## src/sv/ldtw_pkg.sv

```systemverilog
package ldtw_pkg;

    localparam int unsigned CfgIdxW  = 1;
    localparam int unsigned CfgDataW = 3;
    localparam int unsigned InDataW  = 8;
    localparam int unsigned OutDataW = 8;
    localparam int unsigned FrameW   = 16;
    localparam int unsigned BitIdxW  = 4;

    localparam logic [7:0] AddrBase = 8'hC0;
    localparam logic [7:0] CtrlBase = 8'h80;

    localparam logic [CfgIdxW-1:0] CFG_DISPLAY_ON = 1'd0;
    localparam logic [CfgIdxW-1:0] CFG_BRIGHTNESS = 1'd1;

    localparam logic KIND_CONTROL = 1'b0;
    localparam logic KIND_DIGIT   = 1'b1;

    typedef enum logic [3:0] {
        ST_IDLE,
        ST_START_A,
        ST_START_B,
        ST_BIT_SET,
        ST_BIT_HIGH,
        ST_BIT_LOW,
        ST_STOP_A,
        ST_STOP_B,
        ST_STOP_C
    } ldtw_state_t;

    typedef enum logic [1:0] {
        PIN_LOW,
        PIN_HIGH,
        PIN_KEEP,
        PIN_BIT
    } ldtw_pin_sel_t;

    typedef struct packed {
        logic          load;
        logic          emit;
        logic          advance;
        logic          last;
        ldtw_pin_sel_t clk_sel;
        ldtw_pin_sel_t dio_sel;
    } ldtw_cmd_t;

    typedef struct packed {
        logic out_free;
        logic last_bit;
    } ldtw_stat_t;

    function automatic logic [7:0] seg_pattern(input logic [3:0] digit);
        logic [7:0] pat;
        case (digit)
            4'd0:    pat = 8'h3F;
            4'd1:    pat = 8'h06;
            4'd2:    pat = 8'h5B;
            4'd3:    pat = 8'h4F;
            4'd4:    pat = 8'h66;
            4'd5:    pat = 8'h6D;
            4'd6:    pat = 8'h7D;
            4'd7:    pat = 8'h07;
            4'd8:    pat = 8'h7F;
            4'd9:    pat = 8'h6F;
            default: pat = 8'h00;
        endcase
        return pat;
    endfunction

endpackage

```

## src/sv/ldtw_ctrl.sv

```systemverilog
module ldtw_ctrl
    import ldtw_pkg::*;
(
    input  logic       aclk,
    input  logic       aresetn,
    input  logic       s_tvalid,
    output logic       s_tready,
    input  ldtw_stat_t stat,
    output ldtw_cmd_t  cmd
);

    ldtw_state_t state_reg, state_next;

    always_ff @(posedge aclk) begin
        if (!aresetn) begin
            state_reg <= ST_IDLE;
        end else begin
            state_reg <= state_next;
        end
    end

    always_comb begin
        state_next  = state_reg;
        cmd         = '0;
        cmd.clk_sel = PIN_LOW;
        cmd.dio_sel = PIN_LOW;
        s_tready    = 1'b0;
        cmd.emit    = (state_reg != ST_IDLE) && stat.out_free;
        unique case (state_reg)
            ST_IDLE: begin
                s_tready = 1'b1;
                if (s_tvalid) begin
                    cmd.load   = 1'b1;
                    state_next = ST_START_A;
                end
            end
            ST_START_A: begin
                cmd.clk_sel = PIN_KEEP;
                if (stat.out_free) state_next = ST_START_B;
            end
            ST_START_B: begin
                if (stat.out_free) state_next = ST_BIT_SET;
            end
            ST_BIT_SET: begin
                cmd.dio_sel = PIN_BIT;
                if (stat.out_free) state_next = ST_BIT_HIGH;
            end
            ST_BIT_HIGH: begin
                cmd.clk_sel = PIN_HIGH;
                cmd.dio_sel = PIN_BIT;
                if (stat.out_free) state_next = ST_BIT_LOW;
            end
            ST_BIT_LOW: begin
                cmd.dio_sel = PIN_BIT;
                cmd.advance = stat.out_free;
                if (stat.out_free) begin
                    state_next = stat.last_bit ? ST_STOP_A : ST_BIT_SET;
                end
            end
            ST_STOP_A: begin
                if (stat.out_free) state_next = ST_STOP_B;
            end
            ST_STOP_B: begin
                cmd.clk_sel = PIN_HIGH;
                if (stat.out_free) state_next = ST_STOP_C;
            end
            ST_STOP_C: begin
                cmd.clk_sel = PIN_HIGH;
                cmd.dio_sel = PIN_HIGH;
                cmd.last    = 1'b1;
                if (stat.out_free) state_next = ST_IDLE;
            end
            default: begin
                state_next = ST_IDLE;
            end
        endcase
    end

    a_last_ends_frame: assert property (@(posedge aclk) disable iff (!aresetn)
        (cmd.emit && cmd.last) |=> (state_reg == ST_IDLE))
        else $error("frame did not end after last beat");

    a_load_starts_frame: assert property (@(posedge aclk) disable iff (!aresetn)
        cmd.load |=> (state_reg == ST_START_A))
        else $error("load did not start a frame");

endmodule

```

## src/sv/ldtw_dp.sv

```systemverilog
module ldtw_dp
    import ldtw_pkg::*;
(
    input  logic                aclk,
    input  logic                aresetn,
    input  logic                cfg_we,
    input  logic [CfgIdxW-1:0]  cfg_index,
    input  logic [CfgDataW-1:0] cfg_wdata,
    input  logic                kind,
    input  logic [3:0]          position,
    input  logic [3:0]          digit,
    input  ldtw_cmd_t           cmd,
    output ldtw_stat_t          stat,
    output logic                m_tvalid,
    input  logic                m_tready,
    output logic [OutDataW-1:0] m_tdata,
    output logic                m_tlast
);

    logic               display_on_reg;
    logic [2:0]         brightness_reg;
    logic [FrameW-1:0]  frame_reg;
    logic               wide_reg;
    logic [BitIdxW-1:0] bit_idx_reg;
    logic               clk_pin_reg;
    logic               m_valid_reg;
    logic               m_clk_reg;
    logic               m_dio_reg;
    logic               m_last_reg;

    logic               cur_bit;
    logic               clk_next;
    logic               dio_next;
    logic [FrameW-1:0]  frame_next;

    always_ff @(posedge aclk) begin
        if (!aresetn) begin
            display_on_reg <= 1'b1;
            brightness_reg <= 3'd7;
        end else if (cfg_we) begin
            unique case (cfg_index)
                CFG_DISPLAY_ON: display_on_reg <= cfg_wdata[0];
                CFG_BRIGHTNESS: brightness_reg <= cfg_wdata[2:0];
                default: ;
            endcase
        end
    end

    always_comb begin
        if (kind == KIND_DIGIT) begin
            frame_next = {seg_pattern(digit), AddrBase + {4'd0, position}};
        end else begin
            frame_next = {8'h00, CtrlBase | {4'd0, display_on_reg, brightness_reg}};
        end
    end

    assign cur_bit       = frame_reg[bit_idx_reg];
    assign stat.last_bit = wide_reg ? (bit_idx_reg == 4'd15) : (bit_idx_reg == 4'd7);
    assign stat.out_free = !m_valid_reg || m_tready;

    always_comb begin
        unique case (cmd.clk_sel)
            PIN_LOW:  clk_next = 1'b0;
            PIN_HIGH: clk_next = 1'b1;
            PIN_KEEP: clk_next = clk_pin_reg;
            PIN_BIT:  clk_next = cur_bit;
            default:  clk_next = 1'b0;
        endcase
        unique case (cmd.dio_sel)
            PIN_LOW:  dio_next = 1'b0;
            PIN_HIGH: dio_next = 1'b1;
            PIN_BIT:  dio_next = cur_bit;
            default:  dio_next = 1'b0;
        endcase
    end

    always_ff @(posedge aclk) begin
        if (cmd.load) begin
            frame_reg <= frame_next;
            wide_reg  <= (kind == KIND_DIGIT);
        end
    end

    always_ff @(posedge aclk) begin
        if (!aresetn) begin
            bit_idx_reg <= '0;
            clk_pin_reg <= 1'b1;
            m_valid_reg <= 1'b0;
        end else begin
            if (cmd.load) begin
                bit_idx_reg <= '0;
            end else if (cmd.advance) begin
                bit_idx_reg <= bit_idx_reg + 1'b1;
            end
            if (cmd.emit) begin
                clk_pin_reg <= clk_next;
                m_valid_reg <= 1'b1;
            end else if (m_tready) begin
                m_valid_reg <= 1'b0;
            end
        end
    end

    always_ff @(posedge aclk) begin
        if (cmd.emit) begin
            m_clk_reg  <= clk_next;
            m_dio_reg  <= dio_next;
            m_last_reg <= cmd.last;
        end
    end

    assign m_tvalid = m_valid_reg;
    assign m_tdata  = {6'd0, m_dio_reg, m_clk_reg};
    assign m_tlast  = m_last_reg;

    a_emit_has_room: assert property (@(posedge aclk) disable iff (!aresetn)
        cmd.emit |-> (!m_valid_reg || m_tready))
        else $error("beat emitted over a held beat");

    a_last_idles_high: assert property (@(posedge aclk) disable iff (!aresetn)
        (m_valid_reg && m_last_reg) |-> (m_clk_reg && m_dio_reg))
        else $error("frame did not end with both pins high");

endmodule

```

## src/sv/led_driver_two_wire_frame_sender.sv

```systemverilog
// Channel | Ports                         | Beat contents
// input   | s_tvalid s_tready s_tdata s_tuser | one command (control frame or digit write)
// output  | m_tvalid m_tready m_tdata m_tlast | one pin change of the serial frame
// config  | cfg_we cfg_index cfg_wdata    | 0: display_on, 1: brightness
//
// A command is loaded from the idle state, then one pin change is emitted per cycle
// while m_tready does not stall the output.
// The frame sequencer accepts the next command once the last beat is registered.
// Reset is synchronous, active low; pins idle high, display_on=1, brightness=7.
// A stalled m_tready holds the sequencer on the current pin change.
module led_driver_two_wire_frame_sender
    import ldtw_pkg::*;
(
    input  logic                aclk,
    input  logic                aresetn,
    input  logic                cfg_we,
    input  logic [CfgIdxW-1:0]  cfg_index,
    input  logic [CfgDataW-1:0] cfg_wdata,
    input  logic                s_tvalid,
    output logic                s_tready,
    input  logic [InDataW-1:0]  s_tdata,   // [3:0] position, [7:4] digit
    input  logic                s_tuser,   // [0] kind
    output logic                m_tvalid,
    input  logic                m_tready,
    output logic [OutDataW-1:0] m_tdata,   // [0] clk_level, [1] dio_level, [7:2] zero
    output logic                m_tlast
);

    ldtw_cmd_t  cmd;
    ldtw_stat_t stat;

    ldtw_ctrl u_ctrl (
        .aclk     (aclk),
        .aresetn  (aresetn),
        .s_tvalid (s_tvalid),
        .s_tready (s_tready),
        .stat     (stat),
        .cmd      (cmd)
    );

    ldtw_dp u_dp (
        .aclk      (aclk),
        .aresetn   (aresetn),
        .cfg_we    (cfg_we),
        .cfg_index (cfg_index),
        .cfg_wdata (cfg_wdata),
        .kind      (s_tuser),
        .position  (s_tdata[3:0]),
        .digit     (s_tdata[7:4]),
        .cmd       (cmd),
        .stat      (stat),
        .m_tvalid  (m_tvalid),
        .m_tready  (m_tready),
        .m_tdata   (m_tdata),
        .m_tlast   (m_tlast)
    );

endmodule

```

## config.mk

```make
export PLATFORM = sky130hd
export DESIGN_NAME = led_driver_two_wire_frame_sender
export DESIGN_NICKNAME = d
export VERILOG_FILES = /design/src/sv/ldtw_pkg.sv /design/src/sv/ldtw_ctrl.sv /design/src/sv/ldtw_dp.sv /design/src/sv/led_driver_two_wire_frame_sender.sv
export SDC_FILE = /design/constraint.sdc
export NUM_CORES = 1
export LEC_CHECK = 0
export ABC_CLOCK_PERIOD_IN_PS = 3740
export CORE_UTILIZATION = 67
export CTS_CLUSTER_SIZE = 20
export DETAILED_ROUTE_END_ITERATION = 6
export DONT_BUFFER_PORTS = 1
export PLACE_DENSITY = 0.83
export SYNTH_ARGS = -nofsm -noshare
export SYNTH_HDL_FRONTEND = slang
export SYNTH_SLANG_ARGS = --single-unit
```

## constraint.sdc

```tcl
create_clock -name aclk -period 3.74 [get_ports aclk]
set_clock_uncertainty 0.2 [all_clocks]
set_input_delay 0.561 -clock aclk [delete_from_list [all_inputs] [get_ports aclk]]
set_output_delay 0.561 -clock aclk [all_outputs]
set_load 0.01 [all_outputs]
```

======== Word level (Yosys, flattened, before mapping) ========
Memory sizes are Yosys's and may differ from the RTL's. A register that Yosys moved wholly into a read port is not among the register bits.
Cells that the tools add are included.
word-level totals
  input bits .............................. 18
  latch bits .............................. 0
  memory bits (writable) .................. 0
  memories ................................ 1
  output and inout bits ................... 11
  bits in read-only memories .............. 112
  flip-flop bits (word level) ............. 34
memories
  memory            words  width  rd ports  clocked after memory_dff  wr ports  line            text
  (name not given)  16     7      1         1                         0         ldtw_pkg.sv:54  case (digit)
cells by class
  bitwise operators ....................... 2
  $mul .................................... 0
  eq/ne operators ......................... 24
  reduce and logical (&&, ||, !) cells .... 14
  div/mod/pow operators ................... 0
  muxes and demuxes ....................... 26
  shift-type cells ........................ 0
  order comparisons ....................... 1
  add/subtract/negate cells ............... 2
operator list
  kind                                                                           count
  4-bit two-way mux                                                              10
  4-bit case mux with 9 select lines                                             1
  4-bit by 3-bit equality test with 1-bit output (second input constant)         5
  2-bit by 1-bit inequality test with 1-bit output (second input constant)       8
  1-bit two-way mux                                                              9
  9-bit AND reduction                                                            1
  7-bit by 5-bit adder with 8-bit output (first input constant)                  1
  4-bit by 2-bit equality test with 1-bit output (second input constant)         2
  4-bit equality test (second input constant)                                    2
  2-bit case mux with 2 select lines                                             2
  2-bit equality test (second input constant)                                    3
  3-bit OR reduction                                                             2
  4-bit by 5-bit less-than comparator with 1-bit output (second input constant)  1
  4-bit by 1-bit adder with 4-bit output (second input constant)                 1
  1-bit binary-select mux with 4-bit select                                      1
  2-bit by 1-bit equality test with 1-bit output (second input constant)         2
  4-bit by 1-bit equality test with 1-bit output (second input constant)         1
  4-bit logical NOT                                                              1
  1-bit case mux with 4 select lines                                             1
  2-bit AND reduction                                                            2
  4-bit nonzero test                                                             1
  3-bit two-way mux                                                              1
  1-bit logical NOT                                                              2
  2-bit logical NOT                                                              1
  7 further kinds                                                                8

======== Logic depth before layout (Yosys ltp) ========
  depth in word-level cells ............... 5
  gate-level depth with buffers ........... 5

======== By module ========
From an unflattened synthesis, not the netlist that was laid out.
second synthesis, totals
  cell total of the unflattened synthesis .. 177
  area total of the unflattened synthesis .. 1749.2 um^2
by module, submodules not included
  module     cells each  sequential area each (um^2)  times used  area each (um^2)
  ldtw_dp    134         680.7                        1           1403.8
  ldtw_ctrl  43          80.1                         1           345.3

======== Worst setup path before layout ========
No wires, ideal clock.
  path type ............................... register -> register
  start ................................... register u_ctrl.state_reg[3]
  end ..................................... register u_dp.bit_idx_reg[3]
  arrival ................................. 1.525 ns
  period minus slack after synthesis ...... 1.847 ns
  stages on the path, launching flop included .. 5
  data required time ...................... 3.418 ns
  setup time .............................. 0.122 ns
  path slack .............................. 1.893 ns
  cells stage by stage .................... dfxtp_1 > nor4_4 > and2_1 > nand2b_2 > a21oi_1
RTL lines
  element                 line             text
  from (decl)             ldtw_ctrl.sv:12  ldtw_state_t state_reg, state_next;
  from (signal assigned)  ldtw_ctrl.sv:18  state_reg <= state_next;
  to (signal assigned)    ldtw_dp.sv:93    bit_idx_reg <= bit_idx_reg + 1'b1;
  to (decl)               ldtw_dp.sv:24    logic [BitIdxW-1:0] bit_idx_reg;

==> impl_metrics.prom <==
# TYPE chip_impl_metric gauge
chip_impl_info{name="outcome",value="complete, no violations"} 1
chip_impl_metric{name="dr.first_iter.drc_count",unit=""} 20
chip_impl_info{name="hold_path_end",value="u_dp.display_on_reg$_SDFFE_PN1P_"} 1
chip_impl_metric{name="coreArea",unit="mm²"} 0.00248
chip_impl_info{name="worstSetupStartpointType",value="flop"} 1
chip_impl_metric{name="drt_drc_violations_left",unit=""} 0
chip_impl_metric{name="cp_max_fo",unit=""} 14
chip_impl_metric{name="n_fill_cell",unit=""} 188
chip_impl_metric{name="vdd.ir_drop.worst",unit="µV"} 476
chip_impl_metric{name="worstMarginPinSlew",unit="ns"} 0.552
chip_impl_metric{name="path_clk_slew",unit="ns"} 0.09
chip_impl_metric{name="placed_insts",unit=""} 186
chip_impl_metric{name="worst-endpoint-required",unit="ns"} 3.77
chip_impl_metric{name="worst-r2r-cell-count",unit=""} 4
chip_impl_metric{name="routed_wire_length_per_instance",unit="µm"} 14.3
chip_impl_metric{name="detailed_place_hpwl",unit="µm"} 2080
chip_impl_metric{name="clock_insertion_delay_worst_skew",unit="ns"} 0.33
chip_impl_metric{name="clkPwrFrac",unit="%"} 24.7
chip_impl_info{name="crit_path_cell_trace",value="nor4_4, and2_1, nand2b_2, nor2_1"} 1
chip_impl_metric{name="grt_usage",unit="%"} 22.9
chip_impl_metric{name="antenna-diode-count",unit=""} 0
chip_impl_info{name="flip_flop_cell_with_the_highest_count_after_synthesis",value="edfxtp_1"} 1
chip_impl_info{name="r2r_start",value="u_ctrl.state_reg[0]$_SDFFE_PN0P_"} 1
chip_impl_metric{name="pwr-share-comb",unit="%"} 18.0
chip_impl_metric{name="global_route_wire_length_before_repair",unit="µm"} 4420
chip_impl_metric{name="synthArstFlopShare",unit="%"} 0
chip_impl_metric{name="cp.arrival",unit="ns"} 2.18
chip_impl_metric{name="timing_max_transition_violations_final",unit=""} 0
chip_impl_metric{name="chip_height",unit="µm"} 53.4
chip_impl_metric{name="num_vias",unit=""} 1119
chip_impl_metric{name="synth.cell_area",unit="mm²"} 0.00177
chip_impl_metric{name="synth_seq_cells",unit=""} 30
chip_impl_metric{name="design_power_total",unit="mW"} 0.811
chip_impl_metric{name="cts-htree-levels",unit=""} 2
chip_impl_metric{name="vias_per_cell",unit=""} 5.77
chip_impl_info{name="cts-root-buf",value="clkbuf_4"} 1
chip_impl_metric{name="net_count_of_the_finished_layout",unit=""} 188
chip_impl_metric{name="row_count",unit=""} 18
chip_impl_metric{name="reg2reg_slack",unit="ns"} 1.59
chip_impl_metric{name="worst_hold_path.num_cells",unit=""} 1
chip_impl_metric{name="postSynthAreaPerCell",unit="µm²"} 10.4
chip_impl_metric{name="initial_antenna_violation_count",unit=""} 0
chip_impl_metric{name="p_int",unit="mW"} 0.569
chip_impl_metric{name="post_synth_inst_count",unit=""} 170
chip_impl_metric{name="die_width",unit="µm"} 53.4
chip_impl_metric{name="postCtsSetupRepairBufs",unit=""} 0
chip_impl_metric{name="boundaryPins",unit=""} 29
chip_impl_info{name="most_common_cell_after_layout_fill_and_taps_aside",value="edfxtp_1"} 1
chip_impl_info{name="rsz0062_at_grt",value="no"} 1
chip_impl_info{name="cts_tree",value="yes"} 1
chip_impl_metric{name="min_period_over_period",unit="%"} 57.5
chip_impl_metric{name="timing.max_cap.violations",unit=""} 0
chip_impl_metric{name="cts_buffers",unit=""} 5
chip_impl_metric{name="largest_reg_flops",unit=""} 12
chip_impl_metric{name="place_worst_setup_slack",unit="ns"} 1.59
chip_impl_metric{name="cts.repair.resized",unit=""} 0
chip_impl_info{name="worst_path_dominant_cell_family",value="simple AND/OR/NAND/NOR gates"} 1
chip_impl_metric{name="power.sequential.fraction",unit="%"} 57.4
chip_impl_metric{name="setup_ws",unit="ns"} 1.59
chip_impl_metric{name="die_area",unit="mm²"} 0.00285
chip_impl_info{name="cp_slowest_cell",value="and2_1"} 1
chip_impl_metric{name="yosysSeqAreaShare",unit="%"} 43.0
chip_impl_info{name="timing.hold.worst.class",value="primary input to flop"} 1
chip_impl_metric{name="synth_edf_count",unit=""} 16
chip_impl_metric{name="drt_pass1_iterations",unit=""} 5
chip_impl_metric{name="number_of_warnings_issued_by_yosys",unit=""} 0
chip_impl_metric{name="postRouteWirelength",unit="µm"} 2770
chip_impl_metric{name="areaGrowthSynthToFinish",unit="%"} -2.69
chip_impl_metric{name="cts_hold_repair.buffers",unit=""} 0
chip_impl_info{name="critical_path_class",value="flop to flop"} 1
chip_impl_metric{name="clock_sink_count",unit=""} 30
chip_impl_metric{name="powerDensity",unit="mW/mm²"} 470
chip_impl_metric{name="static_leakage",unit="nW"} 0.651
chip_impl_metric{name="routabilityCongestion",unit=""} 0.847
chip_impl_metric{name="setup_viol",unit=""} 0
chip_impl_metric{name="switching_share",unit="%"} 29.8
chip_impl_metric{name="synth_cell_types",unit=""} 48
chip_impl_metric{name="route.antenna.remaining_nets",unit=""} 0
chip_impl_metric{name="grt_max_degree",unit=""} 15
chip_impl_metric{name="clockBufferDepth",unit=""} 2
chip_impl_metric{name="drive_gt1_share",unit="%"} 13.4
chip_impl_info{name="min-delay-start",value="aresetn"} 1
chip_impl_metric{name="final_period_minus_worst_setup_slack",unit="ns"} 2.15
chip_impl_metric{name="floorplan.initialDensity",unit="%"} 71.5
chip_impl_metric{name="via_count_of_the_first_global_routing_pass",unit=""} 1036
chip_impl_info{name="endpoint_kind",value="flop"} 1
chip_impl_info{name="critical_path.reg2reg.endpoint",value="u_dp.bit_idx_reg[0]$_SDFFE_PP0P_"} 1
chip_impl_metric{name="overflow",unit=""} 0
chip_impl_metric{name="fmax",unit="MHz"} 465
chip_impl_metric{name="critical_path.max_stage_delay",unit="ns"} 0.55
chip_impl_metric{name="max-slew-margin-rel",unit="%"} 63.2
chip_impl_metric{name="timing.setup.tns",unit="ns"} 0
chip_impl_metric{name="switchingPower",unit="mW"} 0.242
chip_impl_metric{name="port_buffers",unit=""} 0
chip_impl_metric{name="timing_hold_violations_final",unit=""} 0
chip_impl_metric{name="final-instance-count-excl-fill",unit=""} 194
chip_impl_info{name="layout_common_cells",value="16 x edfxtp_1, 14 x dfxtp_1, 11 x nor2_1"} 1
chip_impl_metric{name="worstPathBufferInverterCount",unit=""} 0
==> power by group through the flow <==
stage | clock network [mW] | registers (mW) | logic [mW]
after detailed placement | 0 | 0.472 | 0.146
after CTS | 0.204 | 0.464 | 0.147
after global placement | 0 | 0.467 | 0.143
after global routing | 0.221 | 0.473 | 0.161
after floorplan | 0 | 0.442 | 0.185
final | 0.200 | 0.465 | 0.146
==> stage by stage <==
| stage | cell area, µm² | util, % | hold slack [ns] |
|---|---|---|---|
| finish | 1720 | 69.5 | 0.0899 |
| global route | 1720 | 69.5 | 0.0641 |
| CTS | 1720 | 69.5 | 0.0816 |
| detailed placement | 1660 | 67.0 | 0.251 |
| global placement | 1660 | 67.0 | 0.244 |
| floorplan | 1790 | - | 0.235 |
==> cells by family (layout without fill, tap and decap cells) <==
logic type      after synthesis  in the layout  share of synthesized area [%]
fa+ha+maj                     7              7                           4.95
xor+xnor                      4              4                           1.98
simple gates                 63             63                           21.1
buf+inv                      25             14                           10.7
mux                          10             10                           6.93
other cells                   1              6                          0.212
compound gates               30             30                           11.2
flops                        30             30                           43.0
==> synthesized netlist by cell type (all sizes together), types with 2 or more instances <==
master | n | area (µm²)
nand3b | 2 | 15.0
buf | 15 | 143
nand3 | 11 | 60.1
a21boi | 3 | 22.5
edfxtp | 16 | 480
o21a | 4 | 30.0
ha | 7 | 87.6
o21ai | 8 | 40.0
nor2 | 12 | 47.6
a21oi | 7 | 35.0
dfxtp | 14 | 280
nand2 | 10 | 37.5
nand2b | 8 | 52.6
nor3 | 2 | 10.0
mux2 | 5 | 60.1
nor2b | 6 | 37.5
o22ai | 2 | 12.5
and2 | 3 | 18.8
xor2 | 4 | 35.0
inv | 6 | 22.5
clkbuf | 4 | 25.0
mux2i | 4 | 40.0
==> worst max path at each step <==
stage | startpoint | to | depth (start not counted)
after detailed placement | u_ctrl.state_reg[0]$_SDFFE_PN0P_ | u_dp.bit_idx_reg[0]$_SDFFE_PP0P_ | 4
after CTS | u_ctrl.state_reg[0]$_SDFFE_PN0P_ | u_dp.bit_idx_reg[0]$_SDFFE_PP0P_ | 4
after floorplan | u_ctrl.state_reg[3]$_SDFFE_PN0P_ | u_dp.bit_idx_reg[3]$_SDFFE_PP0P_ | 4
after global routing | u_ctrl.state_reg[0]$_SDFFE_PN0P_ | u_dp.bit_idx_reg[0]$_SDFFE_PP0P_ | 4
final | u_ctrl.state_reg[0]$_SDFFE_PN0P_ | u_dp.bit_idx_reg[0]$_SDFFE_PP0P_ | 4
after global placement | u_ctrl.state_reg[0]$_SDFFE_PN0P_ | u_dp.bit_idx_reg[1]$_SDFFE_PP0P_ | 4
==> cell type report <==
class / instances / area (µm²) / share of cell area, %
multi-input combinational: 120 / 838 / 48.7
sequential: 30 / 761 / 44.2
clock buffer: 6 / 51.3 / 2.98
tap: 30 / 37.5 / 2.18
inverter: 6 / 22.5 / 1.31
clock inverter: 2 / 12.5 / 0.726
==> layer usage <==
layer	GRT usage, %	vias to the layer above	wire length (µm)
li1	-	568	-
met1	26.2	511	1170
met2	36.9	38	1390
met3	11.2	2	197
met4	7.89	0	10
met5	0	-	0
No activity file was read; power rests on OpenSTA's default activity.
